### src/hdl/hb64_pkg.sv
// Shared types, constants and character lookup functions for the
// hex/base64 value decoder. No dependencies.
package hb64_pkg;

    // Decode mode register codes; the fourth code behaves as plain text.
    localparam logic [1:0] MODE_PLAIN  = 2'd0;
    localparam logic [1:0] MODE_BASE64 = 2'd1;
    localparam logic [1:0] MODE_HEX    = 2'd2;
    localparam logic [1:0] MODE_RESET  = MODE_BASE64;

    // Status codes reported on the final beat of a value.
    localparam logic [1:0] STATUS_OK         = 2'd0;
    localparam logic [1:0] STATUS_BAD_CHAR   = 2'd1;
    localparam logic [1:0] STATUS_BAD_LENGTH = 2'd2;

    // Special base64 characters.
    localparam logic [7:0] CHAR_PAD   = 8'h3D;  // '='
    localparam logic [7:0] CHAR_PLUS  = 8'h2B;  // '+'
    localparam logic [7:0] CHAR_SLASH = 8'h2F;  // '/'

    // Result queue sizing, counted in decoded groups.
    localparam int QUEUE_DEPTH = 4;
    localparam int QPTR_W      = $clog2(QUEUE_DEPTH);
    localparam int QCNT_W      = $clog2(QUEUE_DEPTH + 1);

    // One group of results caused by a single input character.
    typedef struct packed {
        logic [2:0][7:0] bytes;      // decoded bytes, entry 0 goes out first
        logic [1:0]      beats;      // number of output beats, 1 to 3
        logic            has_byte;   // zero for an end marker without data
        logic            value_end;  // group closes the value
        logic [1:0]      status;     // final status, valid with value_end
    } group_t;

    // Base64 alphabet lookup: bit 6 set means not in the alphabet.
    function automatic logic [6:0] b64_lookup(input logic [7:0] c);
        logic [7:0] d;
        logic       bad;
        d   = 8'd0;
        bad = 1'b0;
        if (c >= 8'h41 && c <= 8'h5A) begin
            d = c - 8'h41;
        end else if (c >= 8'h61 && c <= 8'h7A) begin
            d = c - 8'h61 + 8'd26;
        end else if (c >= 8'h30 && c <= 8'h39) begin
            d = c - 8'h30 + 8'd52;
        end else if (c == CHAR_PLUS) begin
            d = 8'd62;
        end else if (c == CHAR_SLASH) begin
            d = 8'd63;
        end else begin
            bad = 1'b1;
        end
        return {bad, d[5:0]};
    endfunction

    // Hex digit lookup, either case: bit 4 set means not a hex digit.
    function automatic logic [4:0] hex_lookup(input logic [7:0] c);
        logic [7:0] d;
        logic       bad;
        d   = 8'd0;
        bad = 1'b0;
        if (c >= 8'h30 && c <= 8'h39) begin
            d = c - 8'h30;
        end else if (c >= 8'h41 && c <= 8'h46) begin
            d = c - 8'h41 + 8'd10;
        end else if (c >= 8'h61 && c <= 8'h66) begin
            d = c - 8'h61 + 8'd10;
        end else begin
            bad = 1'b1;
        end
        return {bad, d[3:0]};
    endfunction

endpackage

### src/hdl/hb64_decode.sv
// Per-character decode stage: mode register, quad/nibble state and the
// logic that turns one character into a result group. Uses hb64_pkg.
module hb64_decode
    import hb64_pkg::*;
(
    input  logic       aclk,
    input  logic       aresetn,
    input  logic       cfg_valid,
    input  logic [1:0] cfg_data,
    input  logic       char_take,
    input  logic [7:0] char_data,
    input  logic       char_last,
    output logic       group_push,
    output group_t     group_data
);

    logic [1:0]      mode_reg;
    logic [2:0][5:0] hold_reg, hold_next;
    logic [1:0]      pos_reg, pos_next;
    logic [1:0]      pad_reg, pad_next;
    logic [1:0]      err_reg, err_next;

    logic [6:0] b64;
    logic [4:0] hx;
    logic       is_pad;
    logic [1:0] pos_inc;
    logic [5:0] s3;
    logic [1:0] nbytes;
    logic [2:0][7:0] bytes;
    logic [1:0] status;

    // Decode of the current character against the held state.
    always_comb begin
        hold_next = hold_reg;
        pos_next  = pos_reg;
        pad_next  = pad_reg;
        err_next  = err_reg;
        b64       = b64_lookup(char_data);
        hx        = hex_lookup(char_data);
        is_pad    = (char_data == CHAR_PAD);
        pos_inc   = pos_reg + 2'd1;
        s3        = 6'd0;
        nbytes    = 2'd0;
        bytes     = '0;
        status    = STATUS_OK;

        unique case (mode_reg)
            MODE_BASE64: begin
                if (is_pad) begin
                    // Padding only in the last two places of the final quad.
                    if (pos_reg < 2'd2 || (pos_reg == 2'd2 && pad_reg != 2'd0) ||
                        (pos_reg == 2'd3 && pad_reg > 2'd1)) begin
                        err_next = STATUS_BAD_CHAR;
                    end else begin
                        pad_next = pad_reg + 2'd1;
                        if (pos_reg == 2'd2) begin
                            hold_next[2] = 6'd0;
                        end
                    end
                end else if (b64[6] || pad_reg != 2'd0) begin
                    err_next = STATUS_BAD_CHAR;
                end else if (pos_reg != 2'd3) begin
                    hold_next[pos_reg] = b64[5:0];
                end
                // A completed quad yields one to three bytes.
                if (pos_reg == 2'd3 && err_next == STATUS_OK) begin
                    s3       = is_pad ? 6'd0 : b64[5:0];
                    bytes[0] = {hold_reg[0], hold_reg[1][5:4]};
                    bytes[1] = {hold_reg[1][3:0], hold_reg[2][5:2]};
                    bytes[2] = {hold_reg[2][1:0], s3};
                    nbytes   = 2'd3 - pad_next;
                end
                pos_next = pos_inc;
                if (char_last) begin
                    status = (pos_inc != 2'd0) ? STATUS_BAD_LENGTH : err_next;
                end
            end
            MODE_HEX: begin
                if (hx[4]) begin
                    err_next = STATUS_BAD_CHAR;
                end else if (!pos_reg[0]) begin
                    hold_next[0] = {2'b00, hx[3:0]};
                end
                // The second digit of a pair completes a byte.
                if (pos_reg[0] && err_next == STATUS_OK) begin
                    bytes[0] = {hold_reg[0][3:0], hx[3:0]};
                    nbytes   = 2'd1;
                end
                pos_next = pos_inc;
                if (char_last) begin
                    status = pos_inc[0] ? STATUS_BAD_LENGTH : err_next;
                end
            end
            default: begin
                bytes[0] = char_data;
                nbytes   = 2'd1;
            end
        endcase

        // The end of a value clears all per-value state.
        if (char_last) begin
            hold_next = '0;
            pos_next  = 2'd0;
            pad_next  = 2'd0;
            err_next  = STATUS_OK;
        end
    end

    // Result group handed to the queue; a value end always makes one.
    always_comb begin
        group_push           = char_take && (nbytes != 2'd0 || char_last);
        group_data.bytes     = bytes;
        group_data.beats     = (nbytes == 2'd0) ? 2'd1 : nbytes;
        group_data.has_byte  = (nbytes != 2'd0);
        group_data.value_end = char_last;
        group_data.status    = status;
    end

    // Mode register and per-value state.
    always_ff @(posedge aclk) begin
        if (!aresetn) begin
            mode_reg <= MODE_RESET;
            hold_reg <= '0;
            pos_reg  <= 2'd0;
            pad_reg  <= 2'd0;
            err_reg  <= STATUS_OK;
        end else begin
            if (cfg_valid) begin
                mode_reg <= cfg_data;
            end
            if (char_take) begin
                hold_reg <= hold_next;
                pos_reg  <= pos_next;
                pad_reg  <= pad_next;
                err_reg  <= err_next;
            end
        end
    end

endmodule

### src/hdl/hb64_result_queue.sv
// Small queue of result groups and the serializer that sends each group
// out one byte per beat. Uses hb64_pkg.
module hb64_result_queue
    import hb64_pkg::*;
(
    input  logic       aclk,
    input  logic       aresetn,
    input  logic       group_push,
    input  group_t     group_data,
    output logic       space,
    output logic       m_tvalid,
    input  logic       m_tready,
    output logic [7:0] m_tdata,
    output logic       m_tlast,
    output logic [2:0] m_tuser
);

    group_t            slots_reg [QUEUE_DEPTH];
    logic [QPTR_W-1:0] wr_ptr_reg;
    logic [QPTR_W-1:0] rd_ptr_reg;
    logic [QCNT_W-1:0] count_reg;
    logic [1:0]        idx_reg;

    group_t head;
    logic   final_beat;
    logic   pop;

    // Output beat taken from the head group at the current byte index.
    always_comb begin
        head       = slots_reg[rd_ptr_reg];
        final_beat = (idx_reg == head.beats - 2'd1);
        m_tvalid   = (count_reg != '0);
        m_tdata    = head.has_byte ? head.bytes[idx_reg] : 8'd0;
        m_tlast    = head.value_end && final_beat;
        m_tuser    = {(m_tlast ? head.status : STATUS_OK), head.has_byte};
        pop        = m_tvalid && m_tready && final_beat;
        space      = (count_reg != QCNT_W'(QUEUE_DEPTH));
    end

    // Group storage, written at the tail.
    always_ff @(posedge aclk) begin
        if (group_push) begin
            slots_reg[wr_ptr_reg] <= group_data;
        end
    end

    // Pointers, fill count and byte index within the head group.
    always_ff @(posedge aclk) begin
        if (!aresetn) begin
            wr_ptr_reg <= '0;
            rd_ptr_reg <= '0;
            count_reg  <= '0;
            idx_reg    <= 2'd0;
        end else begin
            if (group_push) begin
                wr_ptr_reg <= wr_ptr_reg + QPTR_W'(1);
            end
            if (pop) begin
                rd_ptr_reg <= rd_ptr_reg + QPTR_W'(1);
                idx_reg    <= 2'd0;
            end else if (m_tvalid && m_tready) begin
                idx_reg <= idx_reg + 2'd1;
            end
            if (group_push && !pop) begin
                count_reg <= count_reg + QCNT_W'(1);
            end else if (pop && !group_push) begin
                count_reg <= count_reg - QCNT_W'(1);
            end
        end
    end

endmodule

### src/hdl/hex_base64_value_decoder.sv
// Top level of the hex/base64 value decoder: decode stage and result queue.
// Depends on hb64_pkg, hb64_decode and hb64_result_queue.
//
// Usage: a value is streamed in one ASCII character per s_ beat, with
// s_tlast on its final character. Each beat yields zero to three m_ beats
// carrying decoded bytes; the final m_ beat of a value has m_tlast set and
// reports the status in m_tuser[2:1]. On a nonzero status the consumer
// drops every byte already received for that value. A value whose last
// character yields no byte ends with a beat whose has_byte flag is low.
// The mode is written on the cfg_ channel between values.
// The result group of an accepted beat is registered in the result queue
// before it is offered. Throughput: one character per cycle in while the queue
// has space, one byte per cycle out while m_tready is high; a base64 quad
// sends its bytes one per beat. A four-group result queue decouples the
// sides, and s_tready drops only while that queue is full, so a stalled
// receiver backs the input up after four pending groups.
// Reset: the mode returns to base64, per-value state clears and the queue
// empties.
module hex_base64_value_decoder
    import hb64_pkg::*;
(
    input  logic       aclk,
    input  logic       aresetn,
    // Configuration: decode_mode.
    input  logic       cfg_valid,
    output logic       cfg_ready,
    input  logic [1:0] cfg_data,
    // Input characters.
    input  logic       s_tvalid,
    output logic       s_tready,
    input  logic [7:0] s_tdata,   // [7:0] char_in
    input  logic       s_tlast,   // char_last
    // Decoded results.
    output logic       m_tvalid,
    input  logic       m_tready,
    output logic [7:0] m_tdata,   // [7:0] byte_out
    output logic       m_tlast,   // value_end
    output logic [2:0] m_tuser    // [0] has_byte, [2:1] status
);

    logic   char_take;
    logic   group_push;
    group_t group_data;
    logic   space;

    // A character beat is taken whenever the queue has a free group slot.
    assign cfg_ready = 1'b1;
    assign s_tready  = space;
    assign char_take = s_tvalid && space;

    hb64_decode u_decode (
        .aclk       (aclk),
        .aresetn    (aresetn),
        .cfg_valid  (cfg_valid),
        .cfg_data   (cfg_data),
        .char_take  (char_take),
        .char_data  (s_tdata),
        .char_last  (s_tlast),
        .group_push (group_push),
        .group_data (group_data)
    );

    hb64_result_queue u_queue (
        .aclk       (aclk),
        .aresetn    (aresetn),
        .group_push (group_push),
        .group_data (group_data),
        .space      (space),
        .m_tvalid   (m_tvalid),
        .m_tready   (m_tready),
        .m_tdata    (m_tdata),
        .m_tlast    (m_tlast),
        .m_tuser    (m_tuser)
    );

endmodule

### config.mk
export PLATFORM = sky130hd
export DESIGN_NAME = hex_base64_value_decoder
export DESIGN_NICKNAME = d
export VERILOG_FILES = /design/src/hdl/hb64_pkg.sv /design/src/hdl/hb64_decode.sv /design/src/hdl/hb64_result_queue.sv /design/src/hdl/hex_base64_value_decoder.sv
export SDC_FILE = /design/constraint.sdc
export NUM_CORES = 1
export LEC_CHECK = 0
export BUFFER_PORTS_ARGS = -buffer_cell sky130_fd_sc_hd__buf_2
export CORE_ASPECT_RATIO = 1.1
export CORE_UTILIZATION = 60
export CTS_BUF_LIST = sky130_fd_sc_hd__clkbuf_4
export CTS_CLUSTER_DIAMETER = 60
export DETAILED_ROUTE_END_ITERATION = 10
export PLACE_DENSITY = 0.75
export SKIP_LAST_GASP = 1
export SLEW_MARGIN = 5
export SYNTH_ARGS = -nofsm -noshare
export SYNTH_HDL_FRONTEND = slang
export SYNTH_SLANG_ARGS = --single-unit
### constraint.sdc
create_clock -name aclk -period 10.8 [get_ports aclk]
set_clock_uncertainty 0.05 [all_clocks]
set_input_delay 1.08 -clock aclk [delete_from_list [all_inputs] [get_ports aclk]]
set_output_delay 1.08 -clock aclk [all_outputs]
set_load 0.01 [all_outputs]
==> impl_metrics.ini <==
[power]
power_leakage_nw = 2.86
p_seq_share_pct = 50.9
power.density_nw_per_um2 = 172
p_sw_uw = 437
pwr-share-clk_pct = 24.9
power.ir.vdd_worst_uv = 127
pwr-share-comb_pct = 24.2
intPower_uw = 984
switching_share_pct = 30.7

[finish]
fillers = 963
nNetsFinal = 682
largest_reg_flops = 120
drive_gt1_share_pct = 17.7
seq_area_sq_um = 4350
multiInputGateArea_sq_um = 3110
antenna_cells = 0
areaGrowthSynthToFinish_pct = 6.94

[yosys]
synthMuxAreaShare_pct = 10.6
synth_top_family_by_area = compound AO/OA/AOI/OAI gates
synth_compound_area_share_pct = 11.9
ys_warn_count = 0
synthSimpleGateAreaFrac_pct = 11.7
synthTopCellsByCount = edfxtp_1 (120), nand2_1 (44), nor2_1 (38), dfxtp_1 (37), inv_1 (35)
synth_cells = 612
async_flop_share_pct = 0
synth_cell_types = 74
synth_edf_count = 120
synthMostInstantiatedCell = edfxtp_1
synth_area_leaders = edfxtp_1 (47%), dfxtp_1 (9.6%), mux4_2 (8.7%), ha_1 (4.5%), and2_1 (2.2%)
synth_xor_area_share_pct = 1.25
synth_top_area_share_pct = 46.6
synthAdderAreaFrac_pct = 4.79
syn_area_sq_um = 7730
syn-num-nets = 657
synth-main-ff-cell = edfxtp_1
synth.avg_cell_area_sq_um = 12.6
ys_ff_latch = 157
yosysTopAreaCell = edfxtp_1
synth_seq_area_share_pct = 56.2

[clock_network]
clkSinkCount = 157
cts_hold_buf = 0
numCtsBuffers = 17
cts_root_buf = clkbuf_4
ctsLongestPathBuffers = 2
postCtsSetupBuffers = 0
path_clk_slew_ns = 0.14
cts_resized = 0
clock_latency_ns = 0.57
h-tree-depth = 4
cts_tree = done

[worst_setup_path]
crit_family = compound AO/OA/AOI/OAI gates
cp_max_fo = 22
cpMostUsedCell = a21oi_1
critPathSlowestCell = a221oi_2
crit_chain = buf_2, inv_1, ha_1, a21oi_1, o21ai_0, a221oi_2, a21oi_1, a311oi_2, buf_4, nand2_1, a31oi_4, ha_1, inv_1, fa_1, xor2_1, or3_1, a21oi_1
startpoint_type = input port
max_stage_delay_ns = 0.45
crit_buf_inv = 4
cp.arrival_ns = 5.03
end_kind = flip-flop
required_ns = 11.24
critical_path_class = input port to flip-flop

[timing]
worst_slew_pin_slew_ns = 1.32
slew_headroom_pct = 12.1
final_hold_viol_count = 0
clock.fmax_mhz = 218
setup_violations = 0
fin_crit_sh_pct = 42.5
tns_ns = 0
finalCriticalPeriod_ns = 4.59
hold_ws_ns = 0.415
slew_viol_final = 0
rsz0062_at_grt = no

[die]
num_rows = 43
die_area_sq_um = 13300
io_pins = 31
start_util_pct = 61.4
die_w_um = 110
fp.dieH_um = 121
core_sq_um = 12600

[detailed_routing]
vias_per_cell = 6.44
ant_nets = 0
dr.pass1.iters = 7
first_iter_violations = 520
wl_per_cell_um = 21.2
route.detailed.drc = 0
routed_wirelength_um = 17100
vias = 5198

[grt]
grt_first_pass_wirelength_um = 27400
antenna_found_initial = 0
grt_max_degree = 31
first_global_vias = 5123
overflow = 0
grt.total_usage_pct = 28.1

[place]
dp_hpwl_um = 11600
io_buffers = 29
gp_congestion = 0.940

[min_path]
hp-class = flip-flop to flip-flop

[run_status]
status = finished, final reports clean

[run]
maxCapViolations = 0
==> logic make-up after synthesis <==
logic type,after synthesis
compound gates,132
xor+xnor,11
fa+ha+maj,29
buf+inv,66
flops,157
mux,44
other cells,1
simple gates,172
==> layer usage <==
metal,vias to the layer above,GRT usage (%),routed length [um]
met1,2535,37.1,7120
met2,243,45.6,8410
met3,51,5.59,1130
li1,2369,-,-
met5,-,0,0
met4,0,11.1,417
==> metrics by stage <==
step	total power [mW]	utilization (%)	worst slack (ns)	cell area (sq um)	cells
floorplan	0.983	-	6.39	7730	612
global placement	1.07	63.4	5.83	7980	775
detailed placement	1.08	63.4	5.70	7980	775
CTS	1.43	65.7	6.32	8270	807
global route	1.50	65.7	5.97	8270	807
finish	1.42	65.7	6.21	8270	807
==> cells in the final DEF (no fill, tap or decap), types with 27 or more instances in the layout <==
cell type and count:
mux4_2 30, dfxtp_1 35, inv_1 35, a21oi_1 30
and2_1 27, nand2_1 44, ha_1 28, nor2_1 38
buf_2 29, edfxtp_1 120
==> power by group through the flow <==
stage	Clock, mW	Sequential [mW]	Combinational (mW)
5_1_grt	0.385	0.728	0.383
3_3_place_gp	0	0.733	0.337
3_5_place_dp	0	0.737	0.346
6_report	0.354	0.723	0.344
4_1_cts	0.360	0.723	0.348
2_1_floorplan	0	0.724	0.259
==> worst reg2reg max path: stages, from the launching register on <==
cell	delay, ns
dfxtp_1	0.47
inv_1	0.15
ha_1	0.26
nand2b_1	0.10
nand3_1	0.12
nor2_2	0.33
o21ai_1	0.19
a311oi_2	0.26
buf_4	0.28
nand2_1	0.14
a31oi_4	0.30
ha_1	0.24
inv_1	0.06
fa_1	0.37
xor2_1	0.18
or3_1	0.31
a21oi_1	0.14
==> final cells by class <==
type	instances	area share, %
inverter	37	1.68
clock inverter	15	1.92
timing repair buffer	35	2.30
multi-input combinational	389	37.6
tap	157	2.38
clock buffer	17	1.54
sequential	157	52.6
==> final timing paths <==
path / from / to / slack (ns) / depth (start not counted)
max: s_tdata[2] / u_queue.count_reg[2] / 6.21 / 17
min: u_decode.hold_reg[9] / u_decode.hold_reg[9] / 0.42 / 2
max reg2reg: u_decode.pos_reg[0] / u_queue.count_reg[2] / 6.81 / 16
min reg2reg: u_decode.hold_reg[9] / u_decode.hold_reg[9] / 0.42 / 2
(Power assumes the default switching activity.)
